===== src/rfd_pkg.sv =====
// Shared types, constants and helper functions for the RGB565 frame downscaler.
// No dependencies; every module of the block imports this package.
package rfd_pkg;

    localparam int SRC_WIDTH       = 256;
    localparam int SRC_HEIGHT      = 224;
    localparam int OUT_SIDE        = 128;
    localparam int COL_W           = $clog2(SRC_WIDTH);
    localparam int ROW_W           = $clog2(SRC_HEIGHT);
    localparam int OUT_W           = $clog2(OUT_SIDE);
    localparam int FILL_CROP       = 16;
    localparam int FILL_SPAN       = 224;
    localparam int FIT_TOP         = 8;
    localparam int FIT_ROWS        = 112;
    localparam int LETTER_ROW_LOW  = 0;
    localparam int LETTER_ROW_HIGH = 222;
    localparam int LETTER_BURST    = 4;
    localparam int BURST_W         = $clog2(LETTER_BURST);

    typedef struct packed {
        logic [15:0] pixel;
        logic        frame_start;
    } t_in_beat;

    typedef struct packed {
        logic [OUT_W-1:0] out_x;
        logic [OUT_W-1:0] out_y;
        logic [15:0]      color;
        logic             run_last;
    } t_out_beat;

    // Everything stage two needs about one accepted pixel
    typedef struct packed {
        logic [15:0]      pixel;
        logic [15:0]      left;
        logic [COL_W-1:0] col;
        logic [ROW_W-1:0] row;
        logic             mode;
    } t_stage;

    typedef enum logic [1:0] {
        KIND_NONE,
        KIND_PIXEL,
        KIND_LETTER
    } t_kind;

    localparam logic SCALE_CROP      = 1'b0;
    localparam logic SCALE_LETTERBOX = 1'b1;

    // Entry s: {hit, i} where s == floor(i*7/4) for some image index i
    typedef logic [SRC_WIDTH-1:0][OUT_W:0] t_fill_tab;

    function automatic t_fill_tab build_fill_tab();
        t_fill_tab tab;
        int        s;
        tab = '0;
        for (int i = 0; i < OUT_SIDE; i++) begin
            s = (i * 7) >> 2;
            tab[s] = {1'b1, OUT_W'(i)};
        end
        return tab;
    endfunction

    localparam t_fill_tab FILL_TAB = build_fill_tab();

    // 2x2 box average per channel, truncated
    function automatic logic [15:0] box_avg(input logic [15:0] a, input logic [15:0] b,
                                            input logic [15:0] c, input logic [15:0] d);
        logic [6:0] r;
        logic [7:0] g;
        logic [6:0] bl;
        r  = 7'(a[15:11]) + 7'(b[15:11]) + 7'(c[15:11]) + 7'(d[15:11]);
        g  = 8'(a[10:5]) + 8'(b[10:5]) + 8'(c[10:5]) + 8'(d[10:5]);
        bl = 7'(a[4:0]) + 7'(b[4:0]) + 7'(c[4:0]) + 7'(d[4:0]);
        return {r[6:2], g[7:2], bl[6:2]};
    endfunction

endpackage


===== src/rfd_line_ram.sv =====
// One-row line store: synchronous RAM, read-first, with registered read data.
// Depends on rfd_pkg.
module rfd_line_ram
    import rfd_pkg::*;
(
    input  logic             i_clk,
    input  logic             i_en,
    input  logic [COL_W-1:0] i_addr,
    input  logic [15:0]      i_wdata,
    output logic [15:0]      o_rdata
);

    logic [15:0] r_mem [SRC_WIDTH];
    logic [15:0] r_rdata;

    // Same address read and written: old contents come out
    always_ff @(posedge i_clk) begin
        if (i_en) begin
            r_rdata        <= r_mem[i_addr];
            r_mem[i_addr]  <= i_wdata;
        end
    end

    assign o_rdata = r_rdata;

endmodule


===== src/rfd_emit.sv =====
// Second stage: box average, destination mapping, letterbox burst sequencer
// and output register. Depends on rfd_pkg.
module rfd_emit
    import rfd_pkg::*;
(
    input  logic      i_clk,
    input  logic      i_rst_n,
    input  logic      i_load,
    input  t_stage    i_stage,
    input  logic [15:0] i_up,
    output logic      o_free,
    output logic      o_valid,
    input  logic      i_ready,
    output t_out_beat o_out
);

    logic               r_b_valid;
    t_stage             r_b;
    logic [15:0]        r_upleft;
    logic [BURST_W-1:0] r_j;
    logic               r_o_valid;
    t_out_beat          r_o;

    logic               n_b_valid;
    logic [15:0]        n_upleft;
    logic [BURST_W-1:0] n_j;
    logic               n_o_valid;
    t_out_beat          n_o;

    t_kind            kind;
    logic             out_free;
    logic             b_done;
    logic             letter_row;
    logic             fill_hit;
    logic [COL_W-1:0] fill_col;
    logic [ROW_W-1:0] fill_row;
    logic [OUT_W:0]   tab_x;
    logic [OUT_W:0]   tab_y;
    logic [15:0]      avg;
    logic [OUT_W-1:0] letter_base;

    assign fill_col = r_b.col - COL_W'(FILL_CROP + 1);
    assign fill_row = r_b.row - ROW_W'(1);
    assign tab_x    = FILL_TAB[fill_col];
    assign tab_y    = FILL_TAB[fill_row];
    assign fill_hit = (r_b.row >= ROW_W'(1)) && (r_b.col >= COL_W'(FILL_CROP + 1))
                   && ({1'b0, r_b.col} < (COL_W+1)'(FILL_CROP + FILL_SPAN))
                   && tab_x[OUT_W] && tab_y[OUT_W];
    assign letter_row  = (r_b.row == ROW_W'(LETTER_ROW_LOW))
                      || (r_b.row == ROW_W'(LETTER_ROW_HIGH));
    assign letter_base = (r_b.row == ROW_W'(LETTER_ROW_LOW)) ? '0
                                                             : OUT_W'(FIT_TOP + FIT_ROWS);
    assign avg      = box_avg(r_upleft, i_up, r_b.left, r_b.pixel);
    assign out_free = !r_o_valid || i_ready;

    always_comb begin
        if (r_b.mode == SCALE_LETTERBOX) begin
            if (letter_row) begin
                kind = KIND_LETTER;
            end else if (r_b.row[0] && r_b.col[0]) begin
                kind = KIND_PIXEL;
            end else begin
                kind = KIND_NONE;
            end
        end else begin
            kind = fill_hit ? KIND_PIXEL : KIND_NONE;
        end
    end

    always_comb begin
        n_o       = r_o;
        n_o_valid = r_o_valid && !i_ready;
        n_j       = r_j;
        b_done    = 1'b0;
        if (r_b_valid) begin
            case (kind)
                KIND_NONE: begin
                    b_done = 1'b1;
                end
                KIND_PIXEL: begin
                    if (out_free) begin
                        b_done    = 1'b1;
                        n_o_valid = 1'b1;
                        n_o.color    = avg;
                        n_o.run_last = 1'b1;
                        if (r_b.mode == SCALE_LETTERBOX) begin
                            n_o.out_x = r_b.col[COL_W-1:1];
                            n_o.out_y = OUT_W'(FIT_TOP) + OUT_W'(r_b.row[ROW_W-1:1]);
                        end else begin
                            n_o.out_x = tab_x[OUT_W-1:0];
                            n_o.out_y = tab_y[OUT_W-1:0];
                        end
                    end
                end
                KIND_LETTER: begin
                    if (out_free) begin
                        n_o_valid    = 1'b1;
                        // k = col*4 + j: x = k mod 128, y = base + k / 128
                        n_o.out_x    = {r_b.col[OUT_W-BURST_W-1:0], r_j};
                        n_o.out_y    = letter_base + OUT_W'(r_b.col[COL_W-1:OUT_W-BURST_W]);
                        n_o.color    = '0;
                        n_o.run_last = &r_j;
                        n_j          = r_j + BURST_W'(1);
                        b_done       = &r_j;
                    end
                end
                default: begin
                    b_done = 1'b1;
                end
            endcase
        end
        o_free    = !r_b_valid || b_done;
        n_b_valid = i_load || (r_b_valid && !b_done);
        n_upleft  = (r_b_valid && b_done) ? i_up : r_upleft;
    end

    always_ff @(posedge i_clk) begin
        if (!i_rst_n) begin
            r_b_valid <= 1'b0;
            r_o_valid <= 1'b0;
            r_j       <= '0;
            r_upleft  <= '0;
        end else begin
            r_b_valid <= n_b_valid;
            r_o_valid <= n_o_valid;
            r_j       <= n_j;
            r_upleft  <= n_upleft;
        end
    end

    always_ff @(posedge i_clk) begin
        r_o <= n_o;
        if (i_load) begin
            r_b <= i_stage;
        end
    end

    assign o_valid = r_o_valid;
    assign o_out   = r_o;

endmodule


===== src/rgb565_frame_downscaler_core.sv =====
// Each accepted pixel is held in the stage-two register; its result goes to the output register.
// One pixel per cycle while the output is not stalled; a letterbox-row pixel in fit mode
// makes four black writes, one at a time through the single output register.
// Line store is a one-port read-first RAM, read and written in the accept cycle.
// Reset (synchronous, active low) clears counters, the left and up-left pixel registers and mode;
// the line store is not cleared.
module rgb565_frame_downscaler_core
    import rfd_pkg::*;
(
    input  logic      i_clk,
    input  logic      i_rst_n,
    input  logic      i_valid,
    output logic      o_ready,
    input  t_in_beat  i_in,
    output logic      o_valid,
    input  logic      i_ready,
    output t_out_beat o_out,
    input  logic      i_cfg_we,
    input  logic      i_cfg_data
);

    logic [COL_W-1:0] r_col;
    logic [ROW_W-1:0] r_row;
    logic [15:0]      r_left;
    logic             r_mode;

    logic [COL_W-1:0] n_col;
    logic [ROW_W-1:0] n_row;
    logic [COL_W-1:0] cur_col;
    logic [ROW_W-1:0] cur_row;
    logic             accept;
    logic             emit_free;
    logic [15:0]      up;
    t_stage           stage;

    assign accept  = i_valid && emit_free;
    assign o_ready = emit_free;

    assign cur_col = i_in.frame_start ? '0 : r_col;
    assign cur_row = i_in.frame_start ? '0 : r_row;

    always_comb begin
        n_col = cur_col + COL_W'(1);
        n_row = cur_row;
        if (&cur_col) begin
            n_row = (cur_row == ROW_W'(SRC_HEIGHT - 1)) ? '0 : cur_row + ROW_W'(1);
        end
        stage.pixel = i_in.pixel;
        stage.left  = r_left;
        stage.col   = cur_col;
        stage.row   = cur_row;
        stage.mode  = r_mode;
    end

    always_ff @(posedge i_clk) begin
        if (!i_rst_n) begin
            r_col  <= '0;
            r_row  <= '0;
            r_left <= '0;
            r_mode <= SCALE_CROP;
        end else begin
            if (accept) begin
                r_col  <= n_col;
                r_row  <= n_row;
                r_left <= i_in.pixel;
            end
            if (i_cfg_we) begin
                r_mode <= i_cfg_data;
            end
        end
    end

    rfd_line_ram u_line_ram (
        .i_clk   (i_clk),
        .i_en    (accept),
        .i_addr  (cur_col),
        .i_wdata (i_in.pixel),
        .o_rdata (up)
    );

    rfd_emit u_emit (
        .i_clk   (i_clk),
        .i_rst_n (i_rst_n),
        .i_load  (accept),
        .i_stage (stage),
        .i_up    (up),
        .o_free  (emit_free),
        .o_valid (o_valid),
        .i_ready (i_ready),
        .o_out   (o_out)
    );

endmodule

===== config.mk =====
export PLATFORM = sky130hd
export DESIGN_NAME = rgb565_frame_downscaler_core
export DESIGN_NICKNAME = d
export VERILOG_FILES = /design/src/rfd_pkg.sv /design/src/rfd_line_ram.sv /design/src/rfd_emit.sv /design/src/rgb565_frame_downscaler_core.sv
export SDC_FILE = /design/constraint.sdc
export NUM_CORES = 2
export LEC_CHECK = 0
export BUFFER_PORTS_ARGS = -buffer_cell sky130_fd_sc_hd__clkbuf_2
export CAP_MARGIN = 20
export CORE_ASPECT_RATIO = 0.5
export CORE_MARGIN = 2
export CORE_UTILIZATION = 30
export CTS_BUF_LIST = sky130_fd_sc_hd__clkbuf_8
export CTS_CLUSTER_DIAMETER = 120
export DETAILED_ROUTE_END_ITERATION = 12
export PLACE_DENSITY = 0.5
export SYNTH_ARGS = -nofsm -noshare
export SYNTH_HDL_FRONTEND = slang
export SYNTH_SLANG_ARGS = --single-unit

===== constraint.sdc =====
create_clock -name i_clk -period 23 [get_ports i_clk]
set_clock_uncertainty 0.2 [all_clocks]
set_input_delay 3.45 -clock i_clk [delete_from_list [all_inputs] [get_ports i_clk]]
set_output_delay 3.45 -clock i_clk [all_outputs]
set_load 0.01 [all_outputs]

==> flow_summary.yaml <==
detailed_routing:
  ant_nets: 0
  drc: 0
  finalWirelength_mm: 600
  num_vias: 111000
  drt_iter0_drc: 14700
  drt-pass1-iter-count: 6
  routedWlPerCell_um: 29.3
  drt-vias-per-instance: 5.43
layout:
  final_core_util_pct: 34.0
  finalNetCount: 12400
  drive_gt1_share_pct: 12.3
  final_common_cell: "edfxtp_1"
  layout_common_cells: "edfxtp_1 (4192), nand2_1 (2180), nor2b_1 (1036)"
  area_growth_pct: 12.9
cts:
  cts.sinks: 4245
  clk_path_buf_depth: 4
  cts_hold_buf: 0
  post_cts_resized: 0
  tritoncts: "done"
  cts-root-buf: "clkbuf_8"
  clock_latency_ps: 1340
  cts_max_level: 6
  postCtsSetupBuffers: 0
  cts_inserted_buffers: 657
  clk_pin_slew_ps: 60
placed_design:
  place_congestion: 0.888
  detailed_place_hpwl_mm: 356
  portBuffers: 55
  dp_slack_ps: 12730
synth:
  yosysSeqAreaShare_pct: 73.4
  synth_enable_flop_cells: 4192
  netlist.area_leader.share_pct: 72.8
  synth_top_family_by_area: "compound AO/OA/AOI/OAI gates"
  synthAdderAreaFrac_pct: 0.661
  synth_top_area_cell: "edfxtp_1"
  ys.flop_type: "edfxtp_1"
  yosys.area_share.simple_pct: 10.9
  synth.cell_area_sq_mm: 0.173
  synth-seq-cells: 4245
  synth.net_count: 12300
  synth.area.top_cells: "edfxtp_1 (73%), a311oi_1 (5.1%), nand2_1 (4.8%)"
  yosys_warnings: 0
  async_reset_ff_share_pct: 0
  syn_inst: 12200
  synth_compound_area_share_pct: 11.9
  yosys.cell_types.count: 91
  syn_area_per_cell_sq_um: 14.2
  synthXorXnorAreaFrac_pct: 0.286
  synthMuxAreaShare_pct: 0.316
setup_path:
  r2r_cells: 23
  cp_max_fo: 25
  critPathKind: "flip-flop to primary output"
  r2r_slack_ps: 13500
  required_ps: 19350
  start_kind: "flip-flop"
  arrival_ps: 6700
  crit_start: "u_emit.r_b[10]"
  r2r_start: "u_emit.r_b[10]"
  r2r-end: "u_line_ram.r_mem[42][15]"
  end_kind: "primary output"
global_route:
  grt_first_pass_wirelength_mm: 830
  grt_overflow_total: 0
  grt_use_total_pct: 19.6
  grt_max_degree: 164
  antenna_found_initial: 42
  grt_pass1_vias: 104000
floorplan:
  ios: 56
  die_h_um: 541
  initial_core_util_pct: 30.1
  die_w_mm: 1.08
  dieArea_sq_mm: 0.583
  core_sq_mm: 0.575
  fp-row-count: 197
timing:
  fin_crit_ps: 10350
  drv_slew: 0
  setup-violations-final: 0
  relSlewSlack_pct: 14.8
  period_share_pct: 45.0
  hold_viol: 0
  tns_ps: 0
  fmax_mhz: 96.6
  rsz0062_at_grt: "false"
  worst_pin_slew_ps: 1270
  finalWorstSetupSlack_ps: 12650
job:
  maxCapViolations: 0
run_status:
  status: "finished, final reports clean"
power:
  cellLeakagePower_nw: 60.1
  ir_worst_vdd_v: 0.0000606
  powerDensity_mw_per_mm2: 79.1
worst_hold_path:
  hold-path-cell-count: 0
  whs_endpoint: "u_emit.r_b[23]"
  min_from: "r_left[6]"
  hold_class: "flip-flop to flip-flop"
## routing by layer
layer,vias to the layer above,global-route usage [%],routed length [um]
met5,-,0,146
met4,20,6.39,20200
met3,874,3.88,52500
met2,5285,29.8,267000
met1,57300,28.1,260000
li1,47700,-,-
## synth_stat cells (28+ instances only)
cell type and count:
nand3_1 65, nor3_1 37, a21oi_1 127, dfxtp_1 53, mux2i_1 40, o22ai_1 109
ha_1 61, inv_1 90, a311oi_1 1011, nand2_1 2189, buf_1 175, o21ai_0 93
a211oi_1 1031, clkbuf_1 563, a31oi_1 34, o211ai_1 28, nor4_1 243, nor2_1 369
buf_2 222, nor2b_1 1040, edfxtp_1 4192
## registers in the layout (all words and copies together), names as in the netlist
name                cells
r_col                   8
r_left                 16
r_mode                  1
r_row                   8
u_emit.o_out           31
u_emit.o_valid          1
u_emit.r_b             49
u_emit.r_b_valid        1
u_emit.r_j              2
u_emit.r_upleft        16
u_line_ram.o_rdata     16
u_line_ram.r_mem     4096
## how the worst max path moves through the flow
stage                                   to  cells after the start  slack [ps]
global placement     u_line_ram.o_rdata[0]                     12       12590
finish                             o_ready                     17       12650
CTS                                o_ready                     18       12610
floorplan                          o_ready                     19       14910
global route                       o_ready                     17       12250
detailed placement  u_line_ram.o_rdata[10]                     11       12730
## cell families (layout without fill, tap and decap cells)
| logic type | after synthesis | after routing |
|---|---|---|
| AND/OR/NAND/NOR | 4040 | 4040 |
| AO/OA/AOI/OAI | 2652 | 2652 |
| other | 0 | 15 |
| multiplexers | 47 | 47 |
| buffers and inverters | 1071 | 1674 |
| flip-flops | 4245 | 4245 |
| adder cells (fa/ha/maj) | 80 | 80 |
| XOR/XNOR | 49 | 49 |
## power breakdown
part | switching [mW] | internal [mW]
logic | 0.770 | 0.240
clock network | 3.07 | 2.82
registers | 0.0241 | 8.53
## final cells by class
type	count	area, sq um
inverters	99	384
repair buffers	423	3640
clock inverters	475	2270
multi-input cells	6868	43100
diodes	15	37.5
clock buffers	677	9320
fillers	55700	380000
flip-flops and latches	4245	127000
well taps	7661	9590
## per-stage QoR
step | hold WS (ps) | std cells | area, sq um | power [mW]
floorplan | 208 | 12200 | 173000 | 9.22
finish | 201 | 20500 | 195000 | 15.4
CTS | 198 | 20400 | 195000 | 15.5
global placement | 212 | 19200 | 183000 | 9.71
global route | 217 | 20400 | 195000 | 15.9
detailed placement | 216 | 19300 | 184000 | 9.72
## critical path, stage by stage (launching register included)
cell	delay [ps]
edfxtp_1	900
inv_1	360
ha_1	460
xor2_1	220
buf_4	270
inv_2	230
ha_1	410
o21ai_0	100
a21oi_1	150
a21oi_1	80
a221o_1	360
or3_1	320
a41o_1	270
a31o_1	230
ha_1	310
nand2b_1	210
or2_2	340
clkbuf_2	200
No activity file was read; power rests on OpenSTA's default activity.
